<file path="src/design/sha_pkg.sv">
`default_nettype none
// ----------------------------------------------------------------------------
// sha_pkg
// Shared widths and constants of the sweep hit accumulator.
// ----------------------------------------------------------------------------
package sha_pkg;

  localparam int unsigned HitW   = 16;
  localparam int unsigned AmpW   = 16;
  localparam int unsigned SweepW = 16;
  localparam int unsigned SumW   = 24;
  localparam int unsigned OvW    = 9;
  localparam int unsigned FracW  = 16;

  localparam logic [SumW-1:0] Sat24 = {SumW{1'b1}};

  // Saturating add of two 24-bit values.
  function automatic logic [SumW-1:0] add_sat(input logic [SumW-1:0] a,
                                              input logic [SumW-1:0] b);
    logic [SumW:0] s;
    s = {1'b0, a} + {1'b0, b};
    return s[SumW] ? Sat24 : s[SumW-1:0];
  endfunction

endpackage
`default_nettype wire

</file>
<file path="src/design/sha_div.sv">
`default_nettype none
// ----------------------------------------------------------------------------
// sha_div
// Radix-2 restoring divider: (hsum << 16) / total, saturated to 24 bits.
// ----------------------------------------------------------------------------
module sha_div (
  input  wire logic                     clk_i,
  input  wire logic                     rst_ni,
  input  wire logic                     start_i,
  input  wire logic [sha_pkg::SumW-1:0] hsum_i,
  input  wire logic [sha_pkg::SumW-1:0] total_i,
  output logic                          busy_o,
  output logic                          done_o,
  output logic [sha_pkg::SumW-1:0]      quo_o
);
  import sha_pkg::*;

  localparam int unsigned CntW = $clog2(SumW + 1);

  logic [SumW-1:0] rem_q, den_q, dvd_q, quo_q;
  logic [CntW-1:0] cnt_q;
  logic            busy_q, done_q, sat_q, zero_q;
  logic [SumW:0]   rem_sh;
  logic            fits;

  assign rem_sh = {rem_q, dvd_q[SumW-1]};
  assign fits   = rem_sh >= {1'b0, den_q};

  always_ff @(posedge clk_i or negedge rst_ni) begin
    if (!rst_ni) begin
      busy_q <= 1'b0;
      done_q <= 1'b0;
      cnt_q  <= '0;
    end else begin
      done_q <= 1'b0;
      if (start_i) begin
        busy_q <= 1'b1;
        cnt_q  <= CntW'(SumW);
      end else if (busy_q) begin
        cnt_q <= cnt_q - 1'b1;
        if (cnt_q == CntW'(1)) begin
          busy_q <= 1'b0;
          done_q <= 1'b1;
        end
      end
    end
  end

  // The quotient overflows 24 bits exactly when hsum >= total * 256, so the
  // upper 16 bits of the dividend start as a remainder below the divisor.
  always_ff @(posedge clk_i) begin
    if (start_i) begin
      den_q  <= total_i;
      rem_q  <= {8'd0, hsum_i[SumW-1:8]};
      dvd_q  <= {hsum_i[7:0], {FracW{1'b0}}};
      quo_q  <= '0;
      zero_q <= (total_i == '0);
      sat_q  <= (total_i == '0) ? (hsum_i != '0)
                                : ({8'd0, hsum_i} >= {total_i, 8'd0});
    end else if (busy_q) begin
      rem_q <= fits ? SumW'(rem_sh - {1'b0, den_q}) : rem_sh[SumW-1:0];
      dvd_q <= {dvd_q[SumW-2:0], 1'b0};
      quo_q <= {quo_q[SumW-2:0], fits};
    end
  end

  assign busy_o = busy_q;
  assign done_o = done_q;
  assign quo_o  = sat_q ? Sat24 : (zero_q ? '0 : quo_q);

endmodule
`default_nettype wire

</file>
<file path="config.mk">
export PLATFORM = sky130hd
export DESIGN_NAME = sha_div
export DESIGN_NICKNAME = d
export VERILOG_FILES = /design/src/design/sha_pkg.sv /design/src/design/sha_div.sv
export SDC_FILE = /design/constraint.sdc
export NUM_CORES = 1
export LEC_CHECK = 0
export BUFFER_PORTS_ARGS = -buffer_cell sky130_fd_sc_hd__buf_2
export CORE_ASPECT_RATIO = 0.8
export CORE_MARGIN = 2
export CORE_UTILIZATION = 58
export CTS_CLUSTER_SIZE = 20
export DETAILED_ROUTE_END_ITERATION = 8
export GPL_ROUTABILITY_DRIVEN = 0
export PLACE_DENSITY = 0.81
export REMOVE_ABC_BUFFERS = 1
export SYNTH_ARGS = -nofsm -noshare
export SYNTH_HDL_FRONTEND = slang
export SYNTH_SLANG_ARGS = --single-unit
</file>
<file path="constraint.sdc">
create_clock -name clk_i -period 3.6 [get_ports clk_i]
set_input_delay 0.18 -clock clk_i [delete_from_list [all_inputs] [get_ports clk_i]]
set_output_delay 0.18 -clock clk_i [all_outputs]
set_load 0.005 [all_outputs]
</file>
== Yosys cells after proc, flatten, opt, wreduce, memory -nomap -nowiden ==
Index checks and enable logic that the tools add are counted.

* Mux-type cells: 16
* Order comparisons: 2
* Reduce and logical (&&, ||, !) cells: 3
* Equality and inequality tests: 1
* Add/sub/neg operators: 2

{| class="wikitable"
|+ Operators with widths
! operator !! count
|-
| 24-bit 2-to-1 mux || 5
|-
| 24-bit by 32-bit >= comparator with 1-bit output || 1
|-
| 16-bit 2-to-1 mux || 2
|-
| 25-bit by 24-bit >= comparator with 1-bit output || 1
|-
| 24-bit logical NOT || 1
|-
| 24-bit nonzero test || 1
|-
| 24-bit subtractor || 1
|-
| 5-bit 2-to-1 mux || 2
|-
| 1-bit 2-to-1 mux || 7
|-
| 5-bit by 1-bit == test with 1-bit output, second input constant || 1
|-
| 5-bit by 1-bit subtractor with 5-bit output, second input constant || 1
|-
| 2-bit nonzero test || 1
|}

* Output and inout bits: 26
* Input bits: 51
* Logic and storage cells: 34
* Bits in registers: 89

== Longest topological paths before layout ==
* Word-level depth: 4
* Depth in mapped cells: 13

== Worst setup path before layout ==
Ideal clock, no wire load.

* Kind: register to register
* Start point: reg dvd_q[23]
* End point: reg rem_q[22]
* Cell stages (with the launch flop): 13
* Path buffers: 0
* Period minus slack after synthesis: 2.496 ns
* Arrival: 2.425 ns
* Library setup time: 0.071 ns
* Slack: 1.104 ns
* Cell sequence: edfxtp_1 inv_1 ha_1 inv_1 fa_1 nand3_1 a21oi_1 o41ai_2 a311oi_1 o31ai_1 xor2_1 or3_1 a21oi_1

* Word-level cells in the longest chain between the ends: 2
* Elaborated cells on any way between the ends: 3
* Classes of those cells: add/sub (1); order compare (1); mux (1)

{| class="wikitable"
|+ RTL lines
! what !! RTL line !! RTL
|-
| start, declared || sha_div.sv:20 || <nowiki>logic [SumW-1:0] rem_q, den_q, dvd_q, quo_q;</nowiki>
|-
| start signal, assigned || sha_div.sv:55 || <nowiki>dvd_q <= {hsum_i[7:0], {FracW{1'b0}}};</nowiki>
|-
| start signal, assigned || sha_div.sv:62 || <nowiki>dvd_q <= {dvd_q[SumW-2:0], 1'b0};</nowiki>
|-
| 24-bit subtractor or 25-bit by 24-bit >= comparator with 1-bit output (tied branches) || sha_div.sv:61, sha_div.sv:27 ||
|-
| 24-bit 2-to-1 mux * || sha_div.sv:61 || <nowiki>rem_q <= fits ? SumW'(rem_sh - {1'b0, den_q}) : rem_sh[SumW-1:0];</nowiki>
|-
| end signal, assigned || sha_div.sv:54 || <nowiki>rem_q <= {8'd0, hsum_i[SumW-1:8]};</nowiki>
|-
| end signal, assigned || sha_div.sv:61 ||
|-
| end, declared || sha_div.sv:20 ||
|}

Mark *: on every way between the ends. The rest lies on a longest branch, timed or not.
A chain may end at the register's enable or synchronous reset.

== Worst setup path in the final report ==
* Start point: reg rem_q[15]
* End point: reg rem_q[4] (data pin)

* Word-level cells in the longest chain between the ends: 4

{| class="wikitable"
|+ RTL lines
! what !! RTL line !! RTL
|-
| 25-bit by 24-bit >= comparator with 1-bit output || sha_div.sv:27 || <nowiki>assign fits = rem_sh >= {1'b0, den_q};</nowiki>
|-
| 24-bit 2-to-1 mux || sha_div.sv:61 ||
|-
| 16-bit 2-to-1 mux || sha_div.sv:60 || <nowiki>end else if (busy_q) begin</nowiki>
|-
| 16-bit 2-to-1 mux || sha_div.sv:52 || <nowiki>if (start_i) begin</nowiki>
|}

Every way passes these cells. The select of a mux whose other input is x is not followed.

==> metrics.txt <==
sequence of cells on the critical path ha_1 -> a21oi_1 -> o21ai_1 -> a221oi_1 -> o21ai_0 -> a21oi_4 -> buf_4 -> nor2_1 -> a211oi_1 -> a21oi_1; CTS clk-pin slew, worst paths 0.07 ns; CTS buffer count 9; pwr dens 643 nW/um^2; switching share of power between 30% and 40%; Clock Path Buffers 2; vias in the first global route 4,460; Seq cells post-synth 89; largest net degree at the start of global routing between 90 and 100; status finished with violations; CP dominant cell by count a21oi_1; detailed-route wire length about 13 mm; initial antenna violation count 0; Critical-path top delay cell edfxtp_1; Synth async-reset ratio 7.87%; full die area 10,300 um^2; Die H 91.3 um; Pre-Repair DR Iteration Count 7; Critical Path RT 3.64 ns; Layout area overhead 13.4%; # IOs 77; fin crit share 80.0%; nets@finish ~740; ANT nets after route 0; accumulated negative setup slack 0 ns; HP Class primary input to flip-flop; # H-tree levels 3; Max IR drop VDD 517 uV; Max-cap violations 0; crit path DAT 2.92 ns; mapped cell area 5520 um^2; DRC 1; num rows 31; Cell Count Post-Placement between 700 and 800; Wirelength per Cell 16.6 um; Internal Power about 2.5 mW; ranking of synthesized cells by area edfxtp_1 27%, dfxtp_1 12%, ha_1 9.5%; failing checks DRC; global-route wire length before repair 21.4 mm; IO Port Bufs 76; Clock power frac 22.6%; Initial Utilization between 60 and 70%; Sink Count 89; Psw 1.52 mW; post-synth top area cell edfxtp_1; final setup violation count 0; post-route minimum period ~2.9 ns; vias 4,524; total power 4.03 mW; placement-stage worst setup slack between 0.7 and 0.8 ns; fillers between 700 and 800; clk_lat worst skew 0.34 ns; non-filler instance count after layout ~760; total gr overflow 0; Syn Area/Cell 9.57 um^2; Core Region 9150 um^2; TritonCTS clock tree yes; fin. max-slew vios 0; part of the Yosys area used for sequential elements 42.0%; Crit Path Class flip-flop to flip-flop; Top FF cell, synth edfxtp_1; 1st-iter DRT viols between 300 and 400; unrepaired setup endpoints after global routing no; Critical Path Max Stage Delay 0.40 ns; Max-slew headroom 20.6%; Mapped Cells 577; number of synthesized flops with an enable pin 50; Max Fclk between 300 and 400 MHz; GR Util All Layers 25.8%; Worst Max-Slew Pin Slew 1.19 ns; library cells used by synthesis between 60 and 70; hpwl dp 9.22 mm; Yosys Warn Count 0; postcts setup bufs 0; endpoints failing hold 0; final hold slack 0.0230 ns; Comb power frac 43.3%; LEAKAGE 3.04 nW; Vias/cell 5.94; sequential group share of total power between 30% and 40%; worst setup margin 0.719 ns; layout cells sized above 1 18.3%; root buffer cell clkbuf_16; ANT cells 0; share of the synthesized area in the top cell type 27.2%; Worst Skew 0.00851 ns; Die Wd between 100 and 150 um; Crit. End Element flip-flop; startpoint type of the worst setup path flip-flop; maximum fanout along the worst path 31
==> routing by layer <==
metal,GRT usage (%),vias to the layer above,part of all wire [%]
met2,41.0,150,46
li1,-,2221,-
met5,0,-,0
met1,34.7,2126,45
met4,7.62,0,1.7
met3,7.08,27,7.0
==> layout make-up <==
cell class                 instances  area [um^2]  share of cell area [%]
multi-input combinational        403         2880                    46.0
sequential                        89         2320                    37.0
timing repair buffer              81          420                    6.71
clock inverter                     6         47.5                   0.759
tap                              115          144                    2.30
inverter                          57          214                    3.42
clock buffer                      10          239                    3.82
==> power groups by stage <==
stage               Combinational, mW  Sequential, mW  Clock, mW
detailed placement               1.70            1.39          0
global route                     1.95            1.39      0.969
CTS                              1.72            1.37      0.928
floorplan                        1.31            1.36          0
finish                           1.74            1.37      0.912
global placement                 1.65            1.38          0
==> through the flow <==
step	area (um^2)	utilization [%]
2_1_floorplan	5400	-
3_3_place_gp	5970	65.2
3_5_place_dp	5970	65.2
4_1_cts	6260	68.4
5_1_grt	6260	68.4
6_report	6260	68.4
==> logic make-up (layout without fill, tap and decap cells) <==
logic type / Yosys count / in the layout / synth area share, %
compound gates: 146 / 146 / 18.4
flops: 89 / 89 / 42.0
buf+inv: 85 / 154 / 6.03
xor+xnor: 20 / 20 / 3.17
simple gates: 156 / 156 / 13.4
fa+ha+maj: 43 / 43 / 9.88
mux: 38 / 38 / 7.20
==> timing repair <==
action                    4_1_cts  5_1_grt
hold buffers                    1        0
gates resized for setup         0        0
hold endpoints to repair        7        0
==> cell usage in the layout, fill, tap and decap left out, types with 6 or more instances in the layout <==
cell type  instances
edfxtp_1          50
o21a_1             6
nor3_1            11
dfrtp_1            6
mux2_2            10
ha_1              42
o21ai_0           20
mux2i_1           27
nand4_1           10
a21oi_1           32
a211oi_1          16
clkbuf_16          9
xor2_1             7
xnor2_1           13
buf_2             76
dfxtp_1           32
inv_1             57
nor2_1            56
nor4_1            14
nand2_1           39
a21o_1            33
==> cell usage after synthesis (all sizes together), types with 2 or more instances <==
| cell type | count |
|---|---|
| o21bai | 2 |
| a21oi | 34 |
| o21a | 6 |
| o21ai | 23 |
| and4 | 2 |
| buf | 12 |
| clkbuf | 16 |
| a211oi | 16 |
| o41ai | 2 |
| nor2b | 4 |
| nand3 | 5 |
| nand2 | 39 |
| nor4 | 15 |
| mux2i | 27 |
| xnor2 | 13 |
| a31oi | 6 |
| edfxtp | 50 |
| a311oi | 2 |
| ha | 42 |
| dfxtp | 32 |
| nand4 | 10 |
| mux2 | 11 |
| dfrtp | 7 |
| inv | 57 |
| o211ai | 6 |
| nor2 | 56 |
| a21boi | 2 |
| a21o | 33 |
| and2 | 3 |
| and3 | 5 |
| nor3 | 11 |
| xor2 | 7 |
==> critical path, delay by kind of cell, from the launching register on <==
family / cells / cell delay [ns]
AND/OR/NAND/NOR: 1 / 0.10
flip-flops: 1 / 0.40
AO/OA/AOI/OAI: 7 / 1.35
buffers and inverters: 1 / 0.33
adder cells (fa/ha/maj): 1 / 0.40
==> flip-flops by register name (all words and copies together), names as in the netlist <==
register,cells
zero_q,1
done_o,1
dvd_q,8
sat_q,1
rem_q,24
busy_o,1
cnt_q,5
quo_q,24
den_q,24
==> final timing paths <==
kind / from / endpoint / slack, ns / cells after the start
setup / recovery: rem_q[15] / rem_q[4] / 0.72 / 10
hold / removal: total_i[17] / den_q[17] / 0.02 / 1
setup reg to reg: rem_q[15] / rem_q[4] / 0.72 / 10
hold reg to reg: rem_q[17] / rem_q[17] / 0.51 / 2
max in group asynchronous: rst_ni / busy_o / 3.23 / 2
min in group asynchronous: rst_ni / cnt_q[0] / 0.20 / 2
Note: power is estimated with default switching activity, not from simulation.
